$ cat src/rtl/ssr_pkg.sv
// ----------------------------------------------------------------------------
// ssr_pkg: shared types and constants of the stepper speed ramp
// Field widths, timer clock, command kinds, ramp modes and back-end states.
// ----------------------------------------------------------------------------
`default_nettype none

package ssr_pkg;

    localparam int FREQ_W    = 19;
    localparam int RELOAD_W  = 20;
    localparam int RPM_W     = 16;
    localparam int REQ_W     = 2;
    localparam int CFG_IDX_W = 2;

    localparam int TIMER_CLOCK_HZ = 1000000;
    localparam int TIMER_W        = $clog2(TIMER_CLOCK_HZ + 1);
    localparam int DIV_IDX_W      = (TIMER_W > 1) ? $clog2(TIMER_W) : 1;
    localparam logic [TIMER_W-1:0] DIVIDEND = TIMER_W'(TIMER_CLOCK_HZ);

    // rpm*10 fits 20 bits; floor(x/3) = (x*ceil(2^22/3)) >> 22 for x < 2^21
    localparam int SCALED_W = 20;
    localparam int RECIP_W  = 21;
    localparam int RECIP_SH = 22;
    localparam logic [RECIP_W-1:0] RECIP3 = 21'd1398102;
    localparam int PROD_W = SCALED_W + RECIP_W;

    localparam logic [RELOAD_W-1:0] RELOAD_MAX = '1;

    localparam logic [REQ_W-1:0] REQ_ACCEL = 2'd0;
    localparam logic [REQ_W-1:0] REQ_DECEL = 2'd1;
    localparam logic [REQ_W-1:0] REQ_TICK  = 2'd2;

    localparam logic [CFG_IDX_W-1:0] CFG_MIN_FREQ  = 2'd0;
    localparam logic [CFG_IDX_W-1:0] CFG_MAX_FREQ  = 2'd1;
    localparam logic [CFG_IDX_W-1:0] CFG_ACCEL_STP = 2'd2;
    localparam logic [CFG_IDX_W-1:0] CFG_DECEL_STP = 2'd3;

    typedef enum logic [1:0] {
        CMD_ACCEL,
        CMD_DECEL,
        CMD_TICK,
        CMD_NOP
    } t_kind;

    typedef enum logic [1:0] {
        MODE_IDLE,
        MODE_UP,
        MODE_DOWN
    } t_mode;

    typedef enum logic [2:0] {
        ST_IDLE,
        ST_STEP,
        ST_DIV,
        ST_DONE,
        ST_EMIT
    } t_state;

    typedef struct packed {
        t_kind              kind;
        logic [FREQ_W-1:0]  goal;
        logic               stop;
    } t_cmd;

    typedef struct packed {
        logic [FREQ_W-1:0] min_freq;
        logic [FREQ_W-1:0] max_freq;
        logic [FREQ_W-1:0] accel_step;
        logic [FREQ_W-1:0] decel_step;
    } t_cfg;

endpackage

`default_nettype wire

$ cat src/rtl/ssr_front.sv
// ----------------------------------------------------------------------------
// ssr_front: request intake and classification
// Converts rpm to a goal frequency, clamps accelerate goals and pushes a command word.
// ----------------------------------------------------------------------------
`default_nettype none

module ssr_front (
    input  wire logic                       i_clk,
    input  wire logic                       i_rst_n,
    input  wire logic                       i_in_valid,
    output logic                            o_in_ready,
    input  wire logic [ssr_pkg::REQ_W-1:0]  i_req_type,
    input  wire logic [ssr_pkg::RPM_W-1:0]  i_target_rpm,
    input  wire ssr_pkg::t_cfg              i_cfg,
    output logic                            o_push,
    output ssr_pkg::t_cmd                   o_cmd,
    input  wire logic                       i_full
);

    logic                           r_s1_valid;
    logic [ssr_pkg::REQ_W-1:0]      r_s1_req;
    logic                           r_s1_zero;
    logic [ssr_pkg::PROD_W-1:0]     r_s1_prod;

    logic [ssr_pkg::SCALED_W-1:0]   scaled;
    logic [ssr_pkg::FREQ_W-1:0]     conv;
    logic                           accept;

    assign scaled = {1'b0, i_target_rpm, 3'b000} + {3'b000, i_target_rpm, 1'b0};
    assign o_push = r_s1_valid && !i_full;
    assign o_in_ready = !r_s1_valid || !i_full;
    assign accept = i_in_valid && o_in_ready;
    assign conv = r_s1_prod[ssr_pkg::RECIP_SH +: ssr_pkg::FREQ_W];

    always_ff @(posedge i_clk) begin
        if (!i_rst_n) begin
            r_s1_valid <= 1'b0;
        end else if (accept) begin
            r_s1_valid <= 1'b1;
        end else if (o_push) begin
            r_s1_valid <= 1'b0;
        end
        if (accept) begin
            r_s1_req  <= i_req_type;
            r_s1_zero <= (i_target_rpm == '0);
            r_s1_prod <= ssr_pkg::PROD_W'(scaled) * ssr_pkg::PROD_W'(ssr_pkg::RECIP3);
        end
    end

    always_comb begin
        o_cmd.stop = r_s1_zero;
        o_cmd.goal = conv;
        case (r_s1_req)
            ssr_pkg::REQ_ACCEL: begin
                o_cmd.kind = ssr_pkg::CMD_ACCEL;
                if (conv > i_cfg.max_freq) begin
                    o_cmd.goal = i_cfg.max_freq;
                end else if (conv < i_cfg.min_freq) begin
                    o_cmd.goal = i_cfg.min_freq;
                end
            end
            ssr_pkg::REQ_DECEL: begin
                o_cmd.kind = ssr_pkg::CMD_DECEL;
                if (r_s1_zero) begin
                    o_cmd.goal = i_cfg.min_freq;
                end
            end
            ssr_pkg::REQ_TICK: begin
                o_cmd.kind = ssr_pkg::CMD_TICK;
            end
            default: begin
                o_cmd.kind = ssr_pkg::CMD_NOP;
            end
        endcase
    end

endmodule

`default_nettype wire

$ cat src/rtl/ssr_queue.sv
// ----------------------------------------------------------------------------
// ssr_queue: two-entry command queue
// Decouples the intake from the ramp engine.
// ----------------------------------------------------------------------------
`default_nettype none

module ssr_queue (
    input  wire logic           i_clk,
    input  wire logic           i_rst_n,
    input  wire logic           i_push,
    input  wire ssr_pkg::t_cmd  i_cmd,
    output logic                o_full,
    input  wire logic           i_pop,
    output logic                o_valid,
    output ssr_pkg::t_cmd       o_cmd
);

    ssr_pkg::t_cmd  r_mem [2];
    logic           r_wr_ptr;
    logic           r_rd_ptr;
    logic [1:0]     r_count;

    assign o_full  = (r_count == 2'd2);
    assign o_valid = (r_count != 2'd0);
    assign o_cmd   = r_mem[r_rd_ptr];

    always_ff @(posedge i_clk) begin
        if (!i_rst_n) begin
            r_wr_ptr <= 1'b0;
            r_rd_ptr <= 1'b0;
            r_count  <= 2'd0;
        end else begin
            if (i_push) begin
                r_wr_ptr <= !r_wr_ptr;
            end
            if (i_pop) begin
                r_rd_ptr <= !r_rd_ptr;
            end
            r_count <= r_count + 2'(i_push) - 2'(i_pop);
        end
        if (i_push) begin
            r_mem[r_wr_ptr] <= i_cmd;
        end
    end

endmodule

`default_nettype wire

$ cat src/rtl/ssr_divider.sv
// ----------------------------------------------------------------------------
// ssr_divider: restoring divider for the timer period
// Divides the timer clock by a frequency, one quotient bit per cycle.
// ----------------------------------------------------------------------------
`default_nettype none

module ssr_divider (
    input  wire logic                           i_clk,
    input  wire logic                           i_rst_n,
    input  wire logic                           i_start,
    input  wire logic [ssr_pkg::FREQ_W-1:0]     i_divisor,
    output logic                                o_done,
    output logic [ssr_pkg::TIMER_W-1:0]         o_quotient
);

    logic                               r_busy;
    logic                               r_done;
    logic [ssr_pkg::DIV_IDX_W-1:0]      r_idx;
    logic [ssr_pkg::FREQ_W-1:0]         r_div;
    logic [ssr_pkg::FREQ_W-1:0]         r_rem;
    logic [ssr_pkg::TIMER_W-1:0]        r_quo;

    logic [ssr_pkg::FREQ_W:0]           shifted;
    logic                               ge;

    assign shifted = {r_rem, ssr_pkg::DIVIDEND[r_idx]};
    assign ge = (shifted >= {1'b0, r_div});
    assign o_done = r_done;
    assign o_quotient = r_quo;

    always_ff @(posedge i_clk) begin
        if (!i_rst_n) begin
            r_busy <= 1'b0;
            r_done <= 1'b0;
        end else begin
            r_done <= 1'b0;
            if (i_start) begin
                r_busy <= 1'b1;
            end else if (r_busy && (r_idx == '0)) begin
                r_busy <= 1'b0;
                r_done <= 1'b1;
            end
        end
        if (i_start) begin
            r_idx <= ssr_pkg::DIV_IDX_W'(ssr_pkg::TIMER_W - 1);
            r_div <= i_divisor;
            r_rem <= '0;
            r_quo <= '0;
        end else if (r_busy) begin
            r_idx <= r_idx - 1'b1;
            r_rem <= ge ? ssr_pkg::FREQ_W'(shifted - {1'b0, r_div})
                        : ssr_pkg::FREQ_W'(shifted);
            r_quo <= {r_quo[ssr_pkg::TIMER_W-2:0], ge};
        end
    end

endmodule

`default_nettype wire

$ cat src/rtl/ssr_back.sv
// ----------------------------------------------------------------------------
// ssr_back: ramp engine
// Applies commands and ramp steps, computes the reload, holds the result word.
// ----------------------------------------------------------------------------
`default_nettype none

module ssr_back (
    input  wire logic                           i_clk,
    input  wire logic                           i_rst_n,
    input  wire ssr_pkg::t_cfg                  i_cfg,
    input  wire logic                           i_q_valid,
    input  wire ssr_pkg::t_cmd                  i_q_cmd,
    output logic                                o_q_pop,
    output logic                                o_out_valid,
    input  wire logic                           i_out_ready,
    output logic                                o_pwm_enable,
    output logic [ssr_pkg::RELOAD_W-1:0]        o_period_reload,
    output logic [ssr_pkg::FREQ_W-1:0]          o_step_frequency,
    output logic                                o_ramping
);

    ssr_pkg::t_state                r_state, n_state;
    ssr_pkg::t_mode                 r_mode, n_mode;
    logic [ssr_pkg::FREQ_W-1:0]     r_cur, n_cur;
    logic [ssr_pkg::FREQ_W-1:0]     r_goal, n_goal;
    logic                           r_stop, n_stop;
    logic                           r_pwm, n_pwm;
    logic [ssr_pkg::RELOAD_W-1:0]   r_reload, n_reload;
    logic                           r_reach, n_reach;
    logic                           r_out_valid, n_out_valid;
    logic                           r_o_pwm, n_o_pwm;
    logic [ssr_pkg::RELOAD_W-1:0]   r_o_reload, n_o_reload;
    logic [ssr_pkg::FREQ_W-1:0]     r_o_freq, n_o_freq;
    logic                           r_o_ramp, n_o_ramp;

    logic                           div_start;
    logic                           div_done;
    logic [ssr_pkg::TIMER_W-1:0]    div_quo;
    logic [31:0]                    quo_ext;
    logic [ssr_pkg::FREQ_W-1:0]     up_diff;
    logic [ssr_pkg::FREQ_W-1:0]     dn_diff;
    logic                           up_go;
    logic                           dn_go;

    ssr_divider u_div (
        .i_clk      (i_clk),
        .i_rst_n    (i_rst_n),
        .i_start    (div_start),
        .i_divisor  (n_cur),
        .o_done     (div_done),
        .o_quotient (div_quo)
    );

    assign quo_ext = 32'(div_quo);
    assign up_diff = r_goal - r_cur;
    assign dn_diff = r_cur - r_goal;
    assign up_go = (r_mode == ssr_pkg::MODE_UP) && (r_cur < r_goal);
    assign dn_go = (r_mode == ssr_pkg::MODE_DOWN) && (r_cur > r_goal);

    assign o_out_valid      = r_out_valid;
    assign o_pwm_enable     = r_o_pwm;
    assign o_period_reload  = r_o_reload;
    assign o_step_frequency = r_o_freq;
    assign o_ramping        = r_o_ramp;

    always_ff @(posedge i_clk) begin
        if (!i_rst_n) begin
            r_state     <= ssr_pkg::ST_IDLE;
            r_mode      <= ssr_pkg::MODE_IDLE;
            r_cur       <= '0;
            r_goal      <= '0;
            r_stop      <= 1'b0;
            r_pwm       <= 1'b0;
            r_reload    <= '0;
            r_out_valid <= 1'b0;
        end else begin
            r_state     <= n_state;
            r_mode      <= n_mode;
            r_cur       <= n_cur;
            r_goal      <= n_goal;
            r_stop      <= n_stop;
            r_pwm       <= n_pwm;
            r_reload    <= n_reload;
            r_out_valid <= n_out_valid;
        end
        r_reach    <= n_reach;
        r_o_pwm    <= n_o_pwm;
        r_o_reload <= n_o_reload;
        r_o_freq   <= n_o_freq;
        r_o_ramp   <= n_o_ramp;
    end

    always_comb begin
        n_state     = r_state;
        n_mode      = r_mode;
        n_cur       = r_cur;
        n_goal      = r_goal;
        n_stop      = r_stop;
        n_pwm       = r_pwm;
        n_reload    = r_reload;
        n_reach     = r_reach;
        n_out_valid = r_out_valid && !i_out_ready;
        n_o_pwm     = r_o_pwm;
        n_o_reload  = r_o_reload;
        n_o_freq    = r_o_freq;
        n_o_ramp    = r_o_ramp;
        o_q_pop     = 1'b0;
        div_start   = 1'b0;
        case (r_state)
            ssr_pkg::ST_IDLE: begin
                if (i_q_valid) begin
                    o_q_pop = 1'b1;
                    n_state = ssr_pkg::ST_STEP;
                    case (i_q_cmd.kind)
                        ssr_pkg::CMD_ACCEL: begin
                            n_goal = i_q_cmd.goal;
                            n_stop = 1'b0;
                            n_pwm  = 1'b1;
                            n_mode = ssr_pkg::MODE_UP;
                        end
                        ssr_pkg::CMD_DECEL: begin
                            n_goal = i_q_cmd.goal;
                            n_stop = i_q_cmd.stop;
                            n_mode = ssr_pkg::MODE_DOWN;
                        end
                        ssr_pkg::CMD_TICK: begin
                        end
                        default: begin
                            n_state = ssr_pkg::ST_EMIT;
                        end
                    endcase
                end
            end
            ssr_pkg::ST_STEP: begin
                if (up_go || dn_go) begin
                    if (up_go) begin
                        n_reach = (up_diff <= i_cfg.accel_step);
                        n_cur = n_reach ? r_goal : r_cur + i_cfg.accel_step;
                    end else begin
                        n_reach = (dn_diff <= i_cfg.decel_step);
                        n_cur = n_reach ? r_goal : r_cur - i_cfg.decel_step;
                    end
                    if (n_cur == '0) begin
                        n_reload = ssr_pkg::RELOAD_MAX;
                        n_state  = ssr_pkg::ST_DONE;
                    end else begin
                        n_state = ssr_pkg::ST_DIV;
                    end
                end else begin
                    // no ramp running, or ramp already at or past its goal: end it here
                    n_reach = (r_mode != ssr_pkg::MODE_IDLE);
                    n_state = ssr_pkg::ST_DONE;
                end
            end
            ssr_pkg::ST_DIV: begin
                if (div_done) begin
                    if (quo_ext == 32'd0) begin
                        n_reload = '0;
                    end else if ((quo_ext - 32'd1) > 32'(ssr_pkg::RELOAD_MAX)) begin
                        n_reload = ssr_pkg::RELOAD_MAX;
                    end else begin
                        n_reload = ssr_pkg::RELOAD_W'(quo_ext - 32'd1);
                    end
                    n_state = ssr_pkg::ST_DONE;
                end
            end
            ssr_pkg::ST_DONE: begin
                if (r_reach) begin
                    n_mode = ssr_pkg::MODE_IDLE;
                    if (r_stop) begin
                        n_pwm  = 1'b0;
                        n_stop = 1'b0;
                    end
                end
                n_state = ssr_pkg::ST_EMIT;
            end
            ssr_pkg::ST_EMIT: begin
                if (!r_out_valid || i_out_ready) begin
                    n_out_valid = 1'b1;
                    n_o_pwm     = r_pwm;
                    n_o_reload  = r_reload;
                    n_o_freq    = r_cur;
                    n_o_ramp    = (r_mode != ssr_pkg::MODE_IDLE);
                    n_state     = ssr_pkg::ST_IDLE;
                end
            end
            default: begin
                n_state = ssr_pkg::ST_IDLE;
            end
        endcase
        if ((r_state == ssr_pkg::ST_STEP) && (n_state == ssr_pkg::ST_DIV)) begin
            div_start = 1'b1;
        end
    end

    a_idle_no_stop: assert property (@(posedge i_clk) disable iff (!i_rst_n)
        (r_mode == ssr_pkg::MODE_IDLE) |-> !r_stop)
        else $error("stop flag left set on an idle ramp");

    a_div_nonzero: assert property (@(posedge i_clk) disable iff (!i_rst_n)
        (r_state == ssr_pkg::ST_DIV) |-> (r_cur != '0))
        else $error("divider running on a zero frequency");

    a_up_below_goal: assert property (@(posedge i_clk) disable iff (!i_rst_n)
        ((r_state == ssr_pkg::ST_EMIT) && (r_mode == ssr_pkg::MODE_UP)) |-> (r_cur < r_goal))
        else $error("upward ramp still running at or above its goal");

    a_div_done_in_div: assert property (@(posedge i_clk) disable iff (!i_rst_n)
        div_done |-> (r_state == ssr_pkg::ST_DIV))
        else $error("divider finished outside the divide state");

endmodule

`default_nettype wire

$ cat src/rtl/stepper_speed_ramp_core.sv
// ----------------------------------------------------------------------------
// stepper_speed_ramp_core: linear stepper speed ramp generator
// Turns speed commands and ramp ticks into step frequency and timer reload.
// ----------------------------------------------------------------------------
//  channel | direction | handshake                 | payload
//  in      | sink      | i_in_valid / o_in_ready   | i_req_type, i_target_rpm
//  out     | source    | o_out_valid / i_out_ready | o_pwm_enable, o_period_reload,
//          |           |                           | o_step_frequency, o_ramping
//  cfg     | sink      | i_cfg_valid / o_cfg_ready | i_cfg_index, i_cfg_data
//
//  A word that moves the frequency is answered through the bit-serial reload
//  divider; the engine takes the next word only after it has emitted the result
//  of the last. Words that leave the frequency alone or drop it to zero skip the
//  divider, and unused codes skip the step and done states as well.
//  The intake holds one word and the queue two more while the engine is busy.
//  A result waits in the output register; the engine stalls only when it is full.
//  Synchronous active-low reset restores the register defaults and stops output.
// ----------------------------------------------------------------------------
`default_nettype none

module stepper_speed_ramp_core (
    input  wire logic                           i_clk,
    input  wire logic                           i_rst_n,
    input  wire logic                           i_in_valid,
    output logic                                o_in_ready,
    input  wire logic [ssr_pkg::REQ_W-1:0]      i_req_type,
    input  wire logic [ssr_pkg::RPM_W-1:0]      i_target_rpm,
    output logic                                o_out_valid,
    input  wire logic                           i_out_ready,
    output logic                                o_pwm_enable,
    output logic [ssr_pkg::RELOAD_W-1:0]        o_period_reload,
    output logic [ssr_pkg::FREQ_W-1:0]          o_step_frequency,
    output logic                                o_ramping,
    input  wire logic                           i_cfg_valid,
    output logic                                o_cfg_ready,
    input  wire logic [ssr_pkg::CFG_IDX_W-1:0]  i_cfg_index,
    input  wire logic [ssr_pkg::FREQ_W-1:0]     i_cfg_data
);

    ssr_pkg::t_cfg  r_cfg;
    ssr_pkg::t_cmd  push_cmd;
    ssr_pkg::t_cmd  head_cmd;
    logic           push;
    logic           full;
    logic           pop;
    logic           head_valid;

    assign o_cfg_ready = 1'b1;

    always_ff @(posedge i_clk) begin
        if (!i_rst_n) begin
            r_cfg.min_freq   <= ssr_pkg::FREQ_W'(100);
            r_cfg.max_freq   <= ssr_pkg::FREQ_W'(4000);
            r_cfg.accel_step <= ssr_pkg::FREQ_W'(100);
            r_cfg.decel_step <= ssr_pkg::FREQ_W'(100);
        end else if (i_cfg_valid) begin
            case (i_cfg_index)
                ssr_pkg::CFG_MIN_FREQ:  r_cfg.min_freq   <= i_cfg_data;
                ssr_pkg::CFG_MAX_FREQ:  r_cfg.max_freq   <= i_cfg_data;
                ssr_pkg::CFG_ACCEL_STP: r_cfg.accel_step <= i_cfg_data;
                ssr_pkg::CFG_DECEL_STP: r_cfg.decel_step <= i_cfg_data;
                default: begin
                end
            endcase
        end
    end

    ssr_front u_front (
        .i_clk        (i_clk),
        .i_rst_n      (i_rst_n),
        .i_in_valid   (i_in_valid),
        .o_in_ready   (o_in_ready),
        .i_req_type   (i_req_type),
        .i_target_rpm (i_target_rpm),
        .i_cfg        (r_cfg),
        .o_push       (push),
        .o_cmd        (push_cmd),
        .i_full       (full)
    );

    ssr_queue u_queue (
        .i_clk   (i_clk),
        .i_rst_n (i_rst_n),
        .i_push  (push),
        .i_cmd   (push_cmd),
        .o_full  (full),
        .i_pop   (pop),
        .o_valid (head_valid),
        .o_cmd   (head_cmd)
    );

    ssr_back u_back (
        .i_clk            (i_clk),
        .i_rst_n          (i_rst_n),
        .i_cfg            (r_cfg),
        .i_q_valid        (head_valid),
        .i_q_cmd          (head_cmd),
        .o_q_pop          (pop),
        .o_out_valid      (o_out_valid),
        .i_out_ready      (i_out_ready),
        .o_pwm_enable     (o_pwm_enable),
        .o_period_reload  (o_period_reload),
        .o_step_frequency (o_step_frequency),
        .o_ramping        (o_ramping)
    );

endmodule

`default_nettype wire

$ cat config.mk
export PLATFORM = sky130hd
export DESIGN_NAME = stepper_speed_ramp_core
export DESIGN_NICKNAME = d
export VERILOG_FILES = /design/src/rtl/ssr_pkg.sv /design/src/rtl/ssr_front.sv /design/src/rtl/ssr_queue.sv /design/src/rtl/ssr_divider.sv /design/src/rtl/ssr_back.sv /design/src/rtl/stepper_speed_ramp_core.sv
export SDC_FILE = /design/constraint.sdc
export NUM_CORES = 1
export LEC_CHECK = 0
export BUFFER_PORTS_ARGS = -buffer_cell sky130_fd_sc_hd__buf_2
export CORE_MARGIN = 2
export CORE_UTILIZATION = 55
export CTS_BUF_LIST = sky130_fd_sc_hd__clkbuf_4 sky130_fd_sc_hd__clkbuf_8
export CTS_CLUSTER_DIAMETER = 80
export DETAILED_ROUTE_END_ITERATION = 8
export GPL_TIMING_DRIVEN = 1
export HOLD_SLACK_MARGIN = 0.15
export PLACE_DENSITY = 0.79
export SYNTH_ARGS = -nofsm -noshare
export SYNTH_HDL_FRONTEND = slang
export SYNTH_SLANG_ARGS = --single-unit
export TNS_END_PERCENT = 1
$ cat constraint.sdc
create_clock -name i_clk -period 17.6 [get_ports i_clk]
set_input_delay 3.52 -clock i_clk [delete_from_list [all_inputs] [get_ports i_clk]]
set_output_delay 3.52 -clock i_clk [all_outputs]
set_load 0.005 [all_outputs]
* Word-level counts from Yosys, hierarchy flattened
Memory sizes are Yosys's and may differ from the RTL's. A register that Yosys moved wholly into a read port is not among the register bits. Cells that the tools add are included.
Operators by class: bitwise gates (word level) 1, mux-type cells 58, div/mod/pow operators 0, $add $sub $neg 10, $lt $le $gt $ge 9, reduce and logical (&&, ||, !) cells 42, multipliers 1, equal/unequal tests 23, shifts and indexed selects 0
Operators with widths (number):
- $mux 19 | 11
- $mux 20 | 5
- $sub 19x19->19 | 4
- $mul 20x20->40 const B | 1
- $pmux 20 s2 | 1
- $gt 19x19->1 | 2
- $le 19x19->1 | 2
- $lt 19x19->1 | 2
- $pmux 19 s2 | 1
- $gt 32x20->1 const B | 1
- $logic_not 32->1 | 1
- $mux 1 | 25
- $sub 20x1->21 const B | 1
- $add 19x17->20 | 1
- $ge 20x19->1 | 1
- $add 19x19->19 | 1
- $logic_not 19->1 | 1
- $logic_not 16->1 | 1
- $pmux 3 s5 | 1
- $eq 2x2->1 const B | 6
- $mux 3 | 4
- $reduce_bool 2->1 | 6
- $mux 5 | 2
- $reduce_and 2->1 | 5
- other kinds (27) | 58
Word-level totals: output and inout port bits 44, input bits 44, register bits after elaboration 297, bits in writable memories 44, memories 2, ROM bits 32, word-level logic and storage cells 176, latch bits 0
Memory list:
- u_queue.r_mem | depth 2, bits a word 22, read ports 1, clocked after memory_dff 1, wr ports 1, line ssr_queue.sv:18 | ssr_pkg::t_cmd r_mem [2];
- (name not given) | depth 32, bits a word 1, read ports 1, clocked after memory_dff 1, wr ports 0, line ssr_divider.sv:26 | assign shifted = {r_rem, ssr_pkg::DIVIDEND[r_idx]};

* Logic depth before layout (Yosys ltp)
Gate-level depths: netlist of run 1.
depth in word-level cells 14, gate-level depth with buffers 36, depth with buffers taken out 36

* Cells and area by module
From an unflattened synthesis of run 1, not the netlist that was laid out.
Unflattened totals: cells, all modules 2931, area, all modules 27237.4 µm²
Modules (own cells, without submodules):
- ssr_front | seq. area each 680.7 µm², cells an instance 1073, times used 1, area an instance 9920.8 µm²
- ssr_back | seq. area each 2582.5 µm², cells an instance 1105, times used 1, area an instance 8994.9 µm²
- ssr_divider | seq. area each 1511.4 µm², cells an instance 382, times used 1, area an instance 3552.2 µm²
- stepper_speed_ramp_core | seq. area each 1521.5 µm², cells an instance 282, times used 1, area an instance 2950.3 µm²
- ssr_queue | seq. area each 1421.4 µm², cells an instance 89, times used 1, area an instance 1819.2 µm²

* Worst setup path after synthesis of run 1
OpenSTA, ideal clock, no wires.
kind in2reg, start input port i_target_rpm[0] (netlist bit), end register u_front.r_s1_prod[40] (netlist bit) (data pin), path slack 5.813 ns, data arrival time 11.527 ns, buffers on the path 0, cell stages on the path 36, cell sequence ha_1 > inv_1 > fa_1 > nor2b_1 > o21ai_0 > a21boi_0 > o21ai_0 > a21boi_0 > o21ai_0 > a21boi_0 > o21ai_0 > nand2b_1 > xor2_1 > ha_1 > ha_1 > inv_1 > fa_1 > inv_1 > fa_1 > inv_1 > fa_1 > fa_1 > inv_1 > fa_1 > ha_1 > a2111oi_0 > o21ai_0 > o21ai_0 > a41o_1 > a21oi_1 > a41o_1 > a211o_1 > a41o_1 > o22ai_1 > o21bai_1 > xnor2_1
Between the ends: word-level cells in the longest chain between the ends 2
Ends and longest elaborated chain:
- start, declared | line stepper_speed_ramp_core.sv:27 | input wire logic [ssr_pkg::RPM_W-1:0] i_target_rpm,
- $add 19x17->20 | line ssr_front.sv:29 | assign scaled = {1'b0, i_target_rpm, 3'b000} + {3'b000, i_target_rpm, 1'b0};
- $mul 20x20->40 | line ssr_front.sv:46 | r_s1_prod <= ssr_pkg::PROD_W'(scaled) * ssr_pkg::PROD_W'(ssr_pkg::RECIP3);
- end signal, assigned | line ssr_front.sv:46
- end, declared | line ssr_front.sv:23 | logic [ssr_pkg::PROD_W-1:0] r_s1_prod;
No other way between the ends. A chain may end at the register's enable or synchronous reset.

* Worst setup path after layout of run 1
Ends and elaborated chain as after synthesis.

==> out/metrics.cfg, run 1 <==
[synth]
yosysTopAreaCell=ha_1
synth_cell_types=82
postSynthNetCount=3464
syn_area_mm2=0.02659
ys_ff_latch=322
synth.avg_cell_area_um2=9.113
postSynth.asyncResetShare=0
seq_area_frac_synth=0.2902
ys_warn_count=0
synth-edff-count=127
post-synth-top-area-fraction=0.1717
postSynthCellCount=2918
synth_top_flop_cell=dfxtp_1
ys_top_cells_by_area=ha_1 (17%), dfxtp_1 (15%), edfxtp_1 (14%)

[grt]
antenna_found_initial=0
grt_overflow=0
grt_max_degree=96
grt_pass1_vias=21563
grt_pass1_wl_mm=114.7
grtUsageTotal=0.2906

[timing]
setup_viol=0
final.period_utilization=0.7037
finalMaxSlewViolations=0
maxSlewHeadroom=0.2623
finalClockSkew_ps=41.56
final-hold-violation-count=0
max_clock_freq_mhz=80.75
min_period_ps=12380
rsz0062_at_grt=no
tightest_slew_ps=1105
setup-tns-final_ps=0
whs_ps=432.5

[route]
drc_errors=0
vias=21741
viasPerCell=5.986
wirelength_mm=72.71
postRouteAntennaNets=0
drt-wirelength-per-cell_um=20.02
drt_iter0_markers=1572
dr.pass1.iters=6

[cells_and_area]
fin_util=0.6007
drive_gt1_frac=0.08286
syn2layout_area_growth_pct=7.853
insertedDiodeCount=0
nets=3519
final_common_cell=inv_1
design_area_mm2=0.02868
final_cell_mix=inv_1 (410), ha_1 (365), nand2_1 (259)

[cts]
post_cts_buffers=0
hold_buffers=0
htree_levels=2
clk_latency_ps=640
cts_tree=built
cts_resized=0
cts_root_buf=clkbuf_8
cts-buffers-inserted=53
cts_num_sinks=322
clk_path_buf_depth=3
clk_pin_slew_ps=60

[placement]
io_buffers=86
gp_routability_congestion=0.9830
dpl.hpwl_mm=57.38
placedInstanceArea_mm2=0.02757

[die]
start_util=0.5569
die_h_um=223.9
die-area_mm2=0.05012
ioPinCount=88
core_area_mm2=0.04775
num_rows=80
die_x_um=223.9

[setup_path]
critical_path_class=in2reg
slowest_delay_ps=760
endpoint_kind=flip-flop
path_max_fanout=8
reg2reg_slack_ps=9530
critPathSlowestCell=xor2_1
cp.arrival_ps=12780
start_kind=input port
cp.required_ps=17990
crit_path_frequent_cell=o21ai_0

[run_status]
status=complete, no violations

[run]
cap_violations=0

[hold_path]
hp-class=reg2reg

-- sequential cells by signal, indices dropped and copies added (netlist names), 2 cells and up, named ones only --
signal,count
u_back.r_state,3
u_back.r_mode,2
u_back.u_div.o_quotient,20
u_back.r_cur,19
u_back.r_goal,19
u_back.o_step_frequency,19
u_front.r_s1_prod,19
u_queue.r_count,2
u_back.o_period_reload,20
u_queue.r_mem,44
u_back.r_reload,20
u_back.u_div.r_idx,5
u_front.r_s1_req,2
u_back.u_div.r_rem,19
r_cfg,76
u_back.u_div.r_div,19
-- final timing paths --
check,startpoint,to,depth (start not counted)
hold / removal,u_back.r_reload[16],u_back.o_period_reload[16],0
setup reg to reg,u_back.r_cur[1],u_back.u_div.r_div[7],26
setup / recovery,i_target_rpm[0],u_front.r_s1_prod[40],35
hold reg to reg,u_back.r_reload[16],u_back.o_period_reload[16],0
-- kinds of logic (layout without fill, tap and decap cells) --
logic type      after synthesis  count (layout)  synth area share
flops                       322             322            0.2902
other cells                   1               1         0.0001410
fa+ha+maj                   502             502            0.2749
compound gates              711             711            0.1792
simple gates                684             684            0.1206
mux                          49              49           0.01844
xor+xnor                    124             124           0.04084
buf+inv                     525             624           0.07571
-- worst max-delay path: cells and delay by family --
kind	cells	cell delay [ps]
compound gates	18	3960
buf+inv	4	350
fa+ha+maj	10	3900
simple gates	1	140
xor+xnor	2	890
-- synth_stat cells (14+ instances only) --
master and n:
ha_1 365, o211ai_1 48, nor3_1 36, xnor2_1 83, a31oi_1 19, nand2_1 259, a21oi_1 196, o21a_1 24
edfxtp_1 127, a32o_1 18, and2_1 26, nor2_1 154, inv_1 410, a221o_1 21, and3_1 14, o21ai_0 132
nand4_1 27, dfxtp_1 195, a21o_1 53, nor2b_1 31, o21ai_1 29, nand2b_1 30, a211oi_1 32, nor4_1 15
clkbuf_1 92, fa_1 137, xor2_1 41, mux2i_1 49, nand3_1 48
-- metal layers --
metal,vias up,share of wire,track usage
met1,10575,0.42,0.3758
met5,-,0,0
li1,10320,-,-
met2,696,0.49,0.5047
met4,0,0.033,0.09656
met3,150,0.056,0.03555
-- stage by stage --
stage | instances | setup slack (ps)
2_1_floorplan | 2918 | 5813
3_3_place_gp | 3533 | 4920
5_1_grt | 3632 | 4516
4_1_cts | 3632 | 5270
6_report | 3632 | 5216
3_5_place_dp | 3533 | 4628
-- cell type report --
cell class / count / area (um2)
multi-input cells: 2071 / 16900
clock buffers: 76 / 939.7
fillers: 4110 / 19070
flip-flops and latches: 322 / 7719
inverters: 411 / 1543
repair buffers: 114 / 640.6
well taps: 615 / 769.5
clock inverters: 23 / 173.9
Power of run 1 is left out: the tool's default activity adds up to more than one toggle a clock period on the data nets, which glitch-free logic cannot reach.
==> run 2, diff against run 1 <==
==> constraint.sdc (replaced) <==
create_clock -name i_clk -period 12.7 [get_ports i_clk]
set_input_delay 2.54 -clock i_clk [delete_from_list [all_inputs] [get_ports i_clk]]
set_output_delay 2.54 -clock i_clk [all_outputs]
set_load 0.005 [all_outputs]
==> run 2 against run 1 <==
Via count up 0.29%. Global-route usage down 0.095 points. Non-clock buffer count down 1. Critical endpoint unchanged.
==> out/metrics.cfg, run 2 (synthesis gave the netlist of run 1 again) <==
[run_status]
status=complete, no violations  ; unchanged

[placement]
dp_slack_ps=1122  ; was 4628 ps
io_buffers=86  ; unchanged
dpl.hpwl_mm=56.42  ; was 57.38 mm
gp_routability_congestion=0.9913  ; was 0.9830

[timing]
min_period_ps=11250
fin_ws_ps=1451  ; was 5216 ps
max_clock_freq_mhz=88.90
rsz0062_at_grt=no  ; unchanged
finalMaxSlewViolations=0  ; unchanged
finalClockSkew_ps=39.72  ; was 41.56 ps
setup_viol=0  ; unchanged
final-hold-violation-count=0  ; unchanged
final.period_utilization=0.8857
setup-tns-final_ps=0  ; unchanged
tightest_slew_ps=1373  ; was 1105 ps
maxSlewHeadroom=0.07927  ; was 0.2623

[cts]
cts_resized=0  ; unchanged
cts_num_sinks=322  ; unchanged
post_cts_buffers=0  ; unchanged
cts-buffers-inserted=53  ; unchanged
clk_pin_slew_ps=60  ; about the same
cts_root_buf=clkbuf_8  ; unchanged
clk_latency_ps=660  ; was 640 ps
hold_buffers=0  ; unchanged
cts_tree=built  ; unchanged
clk_path_buf_depth=3  ; unchanged
htree_levels=2  ; unchanged

[die]
die_h_um=223.9  ; unchanged
ioPinCount=88  ; unchanged
start_util=0.5569  ; unchanged
die-area_mm2=0.05012  ; unchanged
core_area_mm2=0.04775  ; unchanged
die_x_um=223.9  ; unchanged
num_rows=80  ; unchanged

[setup_path]
endpoint_kind=flip-flop  ; unchanged
critPathSlowestCell=a2111oi_0  ; was xor2_1
cp.arrival_ps=11650  ; was 12,780 ps
reg2reg_to=u_back.u_div.r_div[9]  ; was u_back.u_div.r_div[7]
reg2reg_slack_ps=4480  ; was 9530 ps
slowest_delay_ps=590  ; was 760 ps
timing.rr.start=u_back.r_cur[1]  ; unchanged
critical_path_class=in2reg  ; unchanged
worstRegToRegCells=26  ; unchanged
path_max_fanout=8  ; unchanged
start_kind=input port  ; unchanged
cp.required_ps=13100  ; was 17,990 ps

[grt]
grt_overflow=0  ; unchanged
grtUsageMet3=0.03791  ; was 0.03555
grt_pass1_wl_mm=114.8  ; was 114.7 mm
grt_max_degree=96  ; unchanged
use_met2=0.4956  ; was 0.5047
busiest_layer=met2  ; unchanged
antenna_found_initial=0  ; unchanged
grt_pass1_vias=22025  ; was 21,563
grtUsageTotal=0.2896  ; was 0.2906
met1_usage=0.3676  ; was 0.3758

[route]
drt_iter0_markers=1838  ; was 1,572
viasPerCell=6.005  ; was 5.986
drc_errors=0  ; unchanged
wirelength_mm=72.46  ; was 72.71 mm
drt-wirelength-per-cell_um=19.96  ; was 20.02 um
dr.pass1.iters=8  ; was 6
postRouteAntennaNets=0  ; unchanged
vias=21803  ; was 21,741

[cells_and_area]
insertedDiodeCount=0  ; unchanged
drive_gt1_frac=0.08588  ; was 0.08286
num-fill-cells=4034  ; was 4,110
largest_register_ffs=76  ; unchanged
nets=3518  ; was 3,519
final_cell_mix=inv_1 (410), ha_1 (365), nand2_1 (259)  ; unchanged
top_register=r_cfg  ; unchanged
final_common_cell=inv_1  ; unchanged
top_regs=r_cfg: 76 flops, u_queue.r_mem: 44 flops  ; unchanged
syn2layout_area_growth_pct=8.244  ; was 7.853%

[hold_path]
hp-class=reg2reg  ; unchanged
hold_path_depth=0  ; unchanged
min_from=u_back.r_reload[16]  ; unchanged
hold_end=u_back.o_period_reload[16]  ; unchanged

[run]
cap_violations=0  ; unchanged

run 2: critical path: cells and delay by family:
kind	cells	cell delay (ps)
buffers and inverters	7	650
xor gates and xnor gates	2	280
adders and majority gates	10	4010
AOI/OAI and AO/OA	17	3950
and+or+nand+nor	2	240
run 2: through the flow:
stage / hold WS, ps / util / instances / instance area [um2]
after floorplan: 403.0 / - / 2918 / 26590
after global placement: 428.8 / 0.5772 / 3532 / 27560
after detailed placement: 421.4 / 0.5772 / 3532 / 27560
after CTS: 434.1 / 0.6029 / 3631 / 28780
after global routing: 449.0 / 0.6029 / 3631 / 28780
final: 438.4 / 0.6029 / 3631 / 28780
run 2: layout make-up:
type | instances | area [um2] | share of cell area
Clock buffer | 85 | 1051 | 0.03651
Clock inverter | 14 | 173.9 | 0.006042
Inverter | 411 | 1543 | 0.05360
Multi-Input combinational cell | 2071 | 16900 | 0.5870
Sequential cell | 322 | 7719 | 0.2682
Tap cell | 615 | 769.5 | 0.02673
Timing Repair Buffer | 113 | 633.1 | 0.02200
run 2: metal layers:
metal	routed length, um	share of wire
met5	0	0
met4	3226	0.045
met3	4600	0.063
met2	34700	0.48
met1	29930	0.41
run 2: how the worst max path moves through the flow:
stage	to	cells after the start	from	slack (ps)
final	u_front.r_s1_prod[40]	38	i_target_rpm[0]	1450
after global routing	u_front.r_s1_prod[40]	38	i_target_rpm[0]	820
after CTS	u_front.r_s1_prod[40]	38	i_target_rpm[0]	1650
after detailed placement	u_front.r_s1_prod[40]	38	i_target_rpm[0]	1120
after global placement	u_front.r_s1_prod[40]	38	i_target_rpm[0]	1370
after floorplan	u_front.r_s1_prod[40]	36	i_target_rpm[0]	1890
Power of run 2 is left out for the same reason.
